## src/rtl/core/mccs_pkg.sv

```systemverilog
// Shared widths, types and constants for the minimum coin change solver.
// No dependencies.
`timescale 1ns / 1ps

package mccs_pkg;

  localparam int AmtW        = 8;
  localparam int CoinW       = 8;
  localparam int CntW        = 8;
  localparam int EntryW      = CntW + 1;
  localparam int NumCoinRegs = 3;
  localparam int CfgIdxW     = 2;
  localparam int StepW       = 2;

  typedef logic [CoinW-1:0]  coin_t;
  typedef logic [EntryW-1:0] entry_t;

  localparam coin_t CoinAReset = 8'd2;
  localparam coin_t CoinBReset = 8'd5;
  localparam coin_t CoinCReset = 8'd7;

  typedef enum logic [CfgIdxW-1:0] {
    CfgCoinA = 2'd0,
    CfgCoinB = 2'd1,
    CfgCoinC = 2'd2
  } cfg_idx_e;

  typedef struct packed {
    logic wr_en;
    logic rd_en;
  } tbl_ctl_t;

endpackage

```

## src/rtl/core/mccs_table.sv

```systemverilog
// Best-count table: one write port, one read port, registered read data.
// Depends on mccs_pkg.
`timescale 1ns / 1ps

module mccs_table #(
  parameter int Depth = 256,
  parameter int AddrW = 8
) (
  input  logic                 clk_i,
  input  mccs_pkg::tbl_ctl_t   ctl_i,
  input  logic [AddrW-1:0]     waddr_i,
  input  mccs_pkg::entry_t     wdata_i,
  input  logic [AddrW-1:0]     raddr_i,
  output mccs_pkg::entry_t     rdata_o
);

  mccs_pkg::entry_t mem_q [Depth];
  mccs_pkg::entry_t rdata_q;

  always_ff @(posedge clk_i) begin
    if (ctl_i.wr_en) begin
      mem_q[waddr_i] <= wdata_i;
    end
    if (ctl_i.rd_en) begin
      rdata_q <= mem_q[raddr_i];
    end
  end

  assign rdata_o = rdata_q;

endmodule

```

## src/rtl/core/min_coin_change_solver.sv

```systemverilog
// Minimum coin change solver, top level: coin registers, fill sequencer, table.
// Depends on mccs_pkg and mccs_table.
//
//  channel | handshake                  | payload
//  --------+----------------------------+-----------------------------------
//  request | start / busy               | target_amount_i
//  result  | done_o (one-cycle strobe)  | coin_count_o, reachable_o
//  config  | cfg_valid_i / cfg_ready_o  | cfg_index_i, cfg_data_i
//
// Target 0 or above MAX_AMOUNT: result strobe in the cycle after the transfer.
// Otherwise the sequencer fills the table for amounts 1 to target: at most one table
// lookup per coin on the single read port, then one write per amount.
// busy is low again in the strobe cycle. The table needs no clearing after
// reset. Results cannot be stalled; config is always ready.
`timescale 1ns / 1ps

module min_coin_change_solver #(
  parameter int MAX_AMOUNT = 255,
  parameter int NUM_COINS  = 3
) (
  input  logic                          clk_i,
  input  logic                          rst_ni,
  input  logic                          start,
  output logic                          busy,
  input  logic [mccs_pkg::AmtW-1:0]     target_amount_i,
  output logic                          done_o,
  output logic [mccs_pkg::CntW-1:0]     coin_count_o,
  output logic                          reachable_o,
  input  logic                          cfg_valid_i,
  output logic                          cfg_ready_o,
  input  logic [mccs_pkg::CfgIdxW-1:0]  cfg_index_i,
  input  logic [mccs_pkg::CoinW-1:0]    cfg_data_i
);

  localparam int Depth   = MAX_AMOUNT + 1;
  localparam int AddrW   = $clog2(Depth);
  localparam int NumUsed = (NUM_COINS > mccs_pkg::NumCoinRegs) ?
                           mccs_pkg::NumCoinRegs : NUM_COINS;
  localparam int StepW   = mccs_pkg::StepW;
  localparam int AmtW    = mccs_pkg::AmtW;
  localparam int CntW    = mccs_pkg::CntW;

  typedef enum logic {
    StIdle,
    StFill
  } state_e;

  state_e                state_q;
  logic [AmtW-1:0]       amt_q;
  logic [AmtW-1:0]       target_q;
  logic [StepW-1:0]      step_q;
  logic                  found_q;
  logic [CntW:0]         best_q;
  logic                  pend_q;
  logic                  done_q;
  logic [CntW-1:0]       count_q;
  logic                  reach_q;

  mccs_pkg::coin_t       coin_q [mccs_pkg::NumCoinRegs];

  mccs_pkg::coin_t       coin_sel;
  logic                  accept;
  logic                  in_range;
  logic                  issue;
  logic                  last_step;
  logic                  take;
  logic                  found_n;
  logic [CntW:0]         cand;
  logic [CntW:0]         best_n;
  mccs_pkg::tbl_ctl_t    tbl_ctl;
  logic [AddrW-1:0]      waddr;
  logic [AddrW-1:0]      raddr;
  mccs_pkg::entry_t      wdata;
  mccs_pkg::entry_t      rdata;

  assign cfg_ready_o = 1'b1;

  always_ff @(posedge clk_i or negedge rst_ni) begin
    if (!rst_ni) begin
      coin_q[0] <= mccs_pkg::CoinAReset;
      coin_q[1] <= mccs_pkg::CoinBReset;
      coin_q[2] <= mccs_pkg::CoinCReset;
    end else if (cfg_valid_i && cfg_ready_o) begin
      unique case (cfg_index_i)
        mccs_pkg::CfgCoinA: coin_q[0] <= cfg_data_i;
        mccs_pkg::CfgCoinB: coin_q[1] <= cfg_data_i;
        mccs_pkg::CfgCoinC: coin_q[2] <= cfg_data_i;
        default: ;
      endcase
    end
  end

  assign accept    = start && !busy;
  assign in_range  = 32'(target_amount_i) <= MAX_AMOUNT;
  assign last_step = step_q == StepW'(NumUsed);

  always_comb begin
    coin_sel = '0;
    if (step_q < StepW'(NumUsed)) begin
      coin_sel = coin_q[step_q];
    end
  end

  assign issue = (state_q == StFill) && !last_step && (coin_sel != '0) &&
                 (coin_sel <= amt_q);
  assign raddr = AddrW'(amt_q - coin_sel);

  // fold in the lookup issued last cycle
  assign cand    = {1'b0, rdata[CntW-1:0]} + {{CntW{1'b0}}, 1'b1};
  assign take    = pend_q && rdata[CntW] && (!found_q || (cand < best_q));
  assign found_n = found_q || take;
  assign best_n  = take ? cand : best_q;

  always_comb begin
    tbl_ctl.rd_en = issue;
    tbl_ctl.wr_en = 1'b0;
    waddr         = '0;
    wdata         = {1'b1, {CntW{1'b0}}};
    if (state_q == StIdle) begin
      tbl_ctl.wr_en = accept && in_range;
    end else begin
      tbl_ctl.wr_en = last_step;
      waddr         = AddrW'(amt_q);
      wdata         = found_n ? {1'b1, best_n[CntW-1:0]} : '0;
    end
  end

  mccs_table #(
    .Depth (Depth),
    .AddrW (AddrW)
  ) u_table (
    .clk_i   (clk_i),
    .ctl_i   (tbl_ctl),
    .waddr_i (waddr),
    .wdata_i (wdata),
    .raddr_i (raddr),
    .rdata_o (rdata)
  );

  always_ff @(posedge clk_i or negedge rst_ni) begin
    if (!rst_ni) begin
      state_q  <= StIdle;
      amt_q    <= '0;
      target_q <= '0;
      step_q   <= '0;
      found_q  <= 1'b0;
      best_q   <= '0;
      pend_q   <= 1'b0;
      done_q   <= 1'b0;
      count_q  <= '0;
      reach_q  <= 1'b0;
    end else begin
      done_q <= 1'b0;
      unique case (state_q)
        StIdle: begin
          if (accept) begin
            target_q <= target_amount_i;
            amt_q    <= {{(AmtW-1){1'b0}}, 1'b1};
            step_q   <= '0;
            found_q  <= 1'b0;
            pend_q   <= 1'b0;
            if (!in_range) begin
              done_q  <= 1'b1;
              count_q <= '0;
              reach_q <= 1'b0;
            end else if (target_amount_i == '0) begin
              done_q  <= 1'b1;
              count_q <= '0;
              reach_q <= 1'b1;
            end else begin
              state_q <= StFill;
            end
          end
        end
        StFill: begin
          pend_q <= issue;
          if (last_step) begin
            found_q <= 1'b0;
            step_q  <= '0;
            if (amt_q == target_q) begin
              done_q  <= 1'b1;
              count_q <= found_n ? best_n[CntW-1:0] : '0;
              reach_q <= found_n;
              state_q <= StIdle;
            end else begin
              amt_q <= amt_q + {{(AmtW-1){1'b0}}, 1'b1};
            end
          end else begin
            step_q  <= step_q + {{(StepW-1){1'b0}}, 1'b1};
            found_q <= found_n;
            best_q  <= best_n;
          end
        end
        default: state_q <= StIdle;
      endcase
    end
  end

  assign busy         = state_q != StIdle;
  assign done_o       = done_q;
  assign coin_count_o = count_q;
  assign reachable_o  = reach_q;

endmodule

```

## config.mk

```make
export PLATFORM = sky130hd
export DESIGN_NAME = min_coin_change_solver
export DESIGN_NICKNAME = d
export VERILOG_FILES = /design/src/rtl/core/mccs_pkg.sv /design/src/rtl/core/mccs_table.sv /design/src/rtl/core/min_coin_change_solver.sv
export SDC_FILE = /design/constraint.sdc
export NUM_CORES = 2
export LEC_CHECK = 0
export BUFFER_PORTS_ARGS = -buffer_cell sky130_fd_sc_hd__buf_2
export CORE_ASPECT_RATIO = 0.8
export CORE_MARGIN = 2
export CORE_UTILIZATION = 44
export DETAILED_ROUTE_END_ITERATION = 12
export PLACE_DENSITY = 0.57
export SKIP_LAST_GASP = 1
export SLEW_MARGIN = 20
export SYNTH_ARGS = -nofsm -noshare
export SYNTH_HDL_FRONTEND = slang
export SYNTH_SLANG_ARGS = --single-unit
```

## constraint.sdc

```tcl
create_clock -name clk_i -period 10.4 [get_ports clk_i]
set_input_delay 0.52 -clock clk_i [delete_from_list [all_inputs] [get_ports clk_i]]
set_output_delay 0.52 -clock clk_i [all_outputs]
set_load 0.01 [all_outputs]
```

# After elaboration in Yosys (flattened, before gate mapping)
# Memories as Yosys holds them, arrays and structs flattened. A register that Yosys moved wholly into a read port is not among the register bits.
# Cells that the tools add are included.
[word_totals]
ff_bits = 64
ram_bits = 2304
input_bits = 22
out_inout_bits = 12
word_cells = 100
mem_count = 1
[op_classes]
addsub = 4
magnitude_cmp = 4
eq_ne = 9
muxes = 43
bitwise_logic = 3
reduce_logical = 22
[mem_list]
columns = ["memory", "words", "word_bits", "read_ports", "rd_clocked_by_memory_dff", "write_ports", "line", "text"]
rows = [
  ["u_table.mem_q", 256, 9, 1, 1, 1, "mccs_table.sv:17", "mccs_pkg::entry_t mem_q [Depth];"],
]
[op_table]
columns = ["cell", "n"]
rows = [
  ["$mux W8", 13],
  ["$pmux W8 S2", 2],
  ["$mux W9", 2],
  ["$mux W1", 17],
  ["$bmux W8 S2", 1],
  ["$pmux W1 S2", 5],
  ["$reduce_and A2 Y1", 5],
  ["$add A8 B1 Y9 const B", 1],
  ["$lt A9 B9 Y1", 1],
  ["$add A8 B1 Y8 const B", 1],
  ["$eq A8 B8 Y1", 1],
  ["$le A8 B8 Y1", 1],
  ["$logic_not A8 Y1", 1],
  ["$reduce_bool A8 Y1", 1],
  ["$sub A8 B8 Y8", 1],
  ["$logic_and A1 B1 Y1", 6],
  ["$ne A2 B1 Y1 const B", 3],
  ["$reduce_and A3 Y1", 2],
  ["$eq A2 B2 Y1 const B", 2],
  ["$mux W2", 2],
  ["$ne A2 B2 Y1 const B", 2],
  ["$pmux W2 S2", 1],
  ["$reduce_and A4 Y1", 1],
  ["$ge A3 B3 Y1 const B", 1],
  ["other kinds (8)", 12],
]

# Depth between registers and ports, before layout
[depth]
depth_word = 9
depth_mapped = 18

# By module
# A second synthesis with hierarchy kept.
[hier_totals]
cells_unflattened = 4594
area_unflattened_um2 = 93103.0
[by_module_without_submodules]
columns = ["mod", "instances", "cells_each", "area_each_um2", "seq_area_each_um2"]
rows = [
  ["mccs_table", 1, 4237, 89368.2, 69456.6],
  ["min_coin_change_solver", 1, 357, 3734.8, 1609.0],
]

# Least setup slack after synthesis
# No wires, ideal clock.
[synth_timing]
path_type = "register -> register"
startpoint = "register u_table.rdata_q[0], in the netlist u_table.rdata_o[0], read port of u_table.mem_q"
endpoint = "memory u_table.mem_q[0][7] (netlist name), data pin"
setup_ns = 1.390
arrival_time_ns = 7.986
path_slack_ns = 1.024
stages_incl_launch_ff = 12
synth_period_minus_slack_ns = 9.376
cell_sequence = "edfxtp_1 > and3_1 > nand3_1 > or2_2 > xnor2_1 > ha_1 > inv_1 > o2111ai_1 > o21ai_0 > buf_2 > mux2i_1 > nor2_1"
[synth_via]
elab_chain_cells = 7
[synth_rtl]
columns = ["item", "line", "text"]
rows = [
  ["start, declared", "mccs_table.sv:18", "mccs_pkg::entry_t rdata_q;"],
  ["$add A8 B1 Y9 *", "min_coin_change_solver.sv:109", "assign cand = {1'b0, rdata[CntW-1:0]} + {{CntW{1'b0}}, 1'b1};"],
  ["$lt A9 B9 Y1", "min_coin_change_solver.sv:110", "assign take = pend_q && rdata[CntW] && (!found_q || (cand < best_q));"],
  ["$logic_or A1 B1 Y1", "min_coin_change_solver.sv:110", ""],
  ["$logic_and A1 B1 Y1", "min_coin_change_solver.sv:110", ""],
  ["$mux W8 / $logic_or A1 B1 Y1 (equally long branches)", "min_coin_change_solver.sv:112, min_coin_change_solver.sv:111", ""],
  ["$mux W9 *", "min_coin_change_solver.sv:124", "wdata = found_n ? {1'b1, best_n[CntW-1:0]} : '0;"],
  ["$mux W9 *", "min_coin_change_solver.sv:119", "if (state_q == StIdle) begin"],
  ["via u_table.wdata_i[7]", "mccs_table.sv:12", "input mccs_pkg::entry_t wdata_i,"],
  ["end, declared", "mccs_table.sv:17", ""],
]
# Mark *: on every way through the listed nets, which the timed path passes. The rest lies on a longest branch.

# Final worst setup path
[layout_timing]
startpoint = "register step_q[1]"
endpoint = "register u_table.rdata_q[8], in the netlist u_table.rdata_o[8], read port of u_table.mem_q, data pin"
[layout_via]
elab_chain_cells = 8
[layout_rtl]
columns = ["item", "line", "text"]
rows = [
  ["start, declared", "min_coin_change_solver.sv:51", "logic [StepW-1:0] step_q;"],
  ["start signal, assigned", "min_coin_change_solver.sv:189", "step_q <= step_q + {{(StepW-1){1'b0}}, 1'b1};"],
  ["parallel branches: the longest is 8 deep, another holds $le A8 B8 Y1", "-", ""],
]
# Parallel ways; which one is timed is not known. The select of a mux whose other input is x is not followed.
# A chain may end at the register's enable or synchronous reset.

==> impl_results.md <==
* Outcome: finished, violations left
* Violated checks: design-rule violations
* Syn avg cell area at 20.5 um^2
* Final ANT Viol Nets at 0
* Min-Delay Startpoint: cfg_index_i[0]
* Worst R2R Start: step_q[1]
* Via-to-Cell Ratio at 5.98
* DR iter-0 viols at 5314
* GR Overflow Total at 0
* Crit path max fanout at 130
* Area Overhead vs Synth at 11.2%
* Leading post-synthesis cells by cell area: edfxtp_1 (74%), mux4_2 (15%), dfrtp_1 (1.5%)
* Post-DP HPWL at 135000 um
* Crit path DAT at 7400 ps
* Mapped Area at 93700 um^2
* WL/cell at 31.0 um
* Final net count at 4706
* Starting density of the core at 44.3%
* Crit-path leading delay family: adder cells
* Maxcap violations at 0
* Vias in the first global route at 45300
* Pin count of the biggest net entering global routing at 197
* Synth Warn # at 0
* CP Depth at 11
* Final setup vio count at 0
* Clk sinks at 2377
* Detailed Route WL at 238000 um
* Vias after detailed routing at 45900
* Flops & latches, synth at 2377
* Die area at 217000 um^2
* Syn Nets at 4611
* Min Tclk post-route at 6750 ps
* RSZ-0062 raised after global routing: no
* Endpoints failing hold at 0
* Fin crit share at 64.9%
* Mapped Cells at 4569
* CP Data Required Time at 11050 ps
* Worst Setup SP: step_q[1]
* Setup_tns at 0 ps
* Critical path class: flop to flop
* EDFF count, synth at 2313
* Worst Skew at 85.4 ps
* Reg2Reg Depth at 11
* First-pass GRT wire length at 340000 um
* Prevailing post-synth register cell: edfxtp_1
* Clock root buffer: clkbuf_16
* TritonCTS Buffers at 232
* Worst-Skew Late Latency at 900 ps
* Hold path depth at 4
* I/O pins at 34
* Core ar. at 212000 um^2
* Worst-path clk slew at 60 ps
* Slew @ Worst Pin at 1210 ps
* Initial antenna violation count at 14
* Layout cell share with drive strength beyond 1 at 23.3%
* Slew Viols, Final at 0
* Buf/Inv on CP at 2
* Clock Path Buffers at 4
* Drt first pass iters at 10
* Worst rel slew slack at 19.5%
* I/O Buffers at 32
* Fmax at 148 MHz
* DIE WIDTH at 520 um
* Chip height at 417 um
* Area share of the largest cell type after synthesis at 74.1%
* Crit-path cells: ha_1 -> nor2_1 -> ha_4 -> fa_4 -> buf_12 -> buf_4 -> mux4_2 -> mux4_2 -> nor3_1 -> o21ai_1 -> o311a_1
* Row Count at 151
* Sequential share of the synthesized area at 75.8%
* CTS tree: done
* Worst hold path class: input port to flop
* Area leader, netlist: edfxtp_1
* Htree depth at 4
* Crit path largest cell delay at 1240 ps
* GRT Resource Usage Total at 21.8%
* Crit-path slowest cell: fa_4
* Crit start category: flop
* Yosys cell types at 65
* Post-synthesis async set-or-reset flop share at 2.69%
* Most used cell, CP: mux4_2
* Post-route DRC at 8
* Crit end category: flop
* Cts repair resizes at 0
* Gpl congestion at 0.807
[registers in the layout (all words and copies together) (netlist names), 2 cells and up]
| register | cells |
|---|---|
| best_q | 9 |
| target_q | 8 |
| amt_q | 8 |
| u_table.mem_q | 2304 |
| coin_count_o | 8 |
| step_q | 2 |
| coin_q | 24 |
| u_table.rdata_o | 9 |
[per-layer routing]
metal | wire length (um) | track usage [%] | up-vias
li1 | - | - | 18900
met1 | 105000 | 33.1 | 24700
met2 | 105000 | 31.4 | 1936
met3 | 22400 | 5.92 | 307
met4 | 5300 | 5.46 | 10
met5 | 55 | 0 | -
[cell families after synthesis]
group | Yosys count | synth area share (%)
AOI/OAI and AO/OA | 246 | 1.96
other | 1 | 0.00400
muxes | 695 | 15.6
and+or+nand+nor | 909 | 4.21
xor gates and xnor gates | 32 | 0.343
buffers and inverters | 289 | 1.75
DFF | 2377 | 75.8
adders and majority gates | 20 | 0.275
[cell type report]
class | count | area (um^2)
fill | 17100 | 108000
clock inverter | 123 | 962
sequential | 2377 | 71100
clock buffer | 289 | 6060
tap | 2830 | 3540
timing repair buffer | 135 | 1240
antenna | 1 | 2.50
multi-input combinational | 1903 | 21300
inverter | 15 | 56.3
[final timing paths]
kind	end	slack, ps
min	coin_q[16]	220
max	u_table.rdata_o[8]	3650
min reg2reg	coin_count_o[4]	470
max in group asynchronous	amt_q[4]	9500
min in group asynchronous	target_q[5]	390
max reg2reg	u_table.rdata_o[8]	3650
[per-stage QoR]
stage	setup slack [ps]	utilization, %	hold slack (ps)	cell area (um^2)	instances
after floorplan	1020	-	224	93700	4569
after global placement	3930	45.8	462	96900	7240
after detailed placement	3790	45.8	465	96900	7241
after CTS	3830	49.2	175	104000	7671
after global routing	3530	49.2	209	104000	7673
final	3650	49.2	225	104000	7673
[what timing repair did]
item                                   4_1_cts  5_1_grt
endpoints found under the hold margin       91        0
buffers inserted                             0        0
hold buffers                                18        0
[cells in the final DEF, fill, tap and decap left out, types with 18 or more instances in the layout]
cell type      synthesis  layout
buf_2                 93      32
o2111ai_1             18      18
mux4_2               612     612
a211oi_1              32      32
clkinv_2               0      37
mux2_2                35      35
dfrtp_1               58      58
buf_4                 37      64
nand3_1               60      55
and2_1                34      33
nand2_1              374     365
a32oi_1               19      19
clkbuf_16              0     234
a311oi_1              65      64
mux2i_1               48      48
a21oi_1               18      18
and3_1                38      38
clkbuf_1              91      55
nor2_1               302     281
o21ai_1               19      18
buf_12                 0      19
ha_1                  19      18
dlygate4sd3_1          0      18
edfxtp_1            2313    2313
clkinv_1               0      59
o21ai_0               43      43
nor3_1                49      47
[cells in the mapped netlist, types with 18 or more instances]
cell type	count
buf_4	37
a211oi_1	32
buf_6	40
nor2_1	302
a311oi_1	65
edfxtp_1	2313
mux2i_1	48
a21oi_1	18
ha_1	19
and2_1	34
nand2_1	374
buf_2	93
o2111ai_1	18
clkbuf_1	91
mux2_2	35
o21ai_0	43
nor3_1	49
o21ai_1	19
dfrtp_1	58
nand3_1	60
a32oi_1	19
mux4_2	612
and3_1	38
[worst register-to-register path: cells and delay by family (launching register included)]
kind                     cells  cell delay, ps
flip-flops                   1             670
AND/OR/NAND/NOR              2             880
buffers and inverters        2            1510
adder cells (fa/ha/maj)      3            2010
multiplexers                 2             970
AO/OA/AOI/OAI                2             490
Power is not shown: default switching activity piles up to over one toggle a cycle in this logic, so the estimate is an artifact.
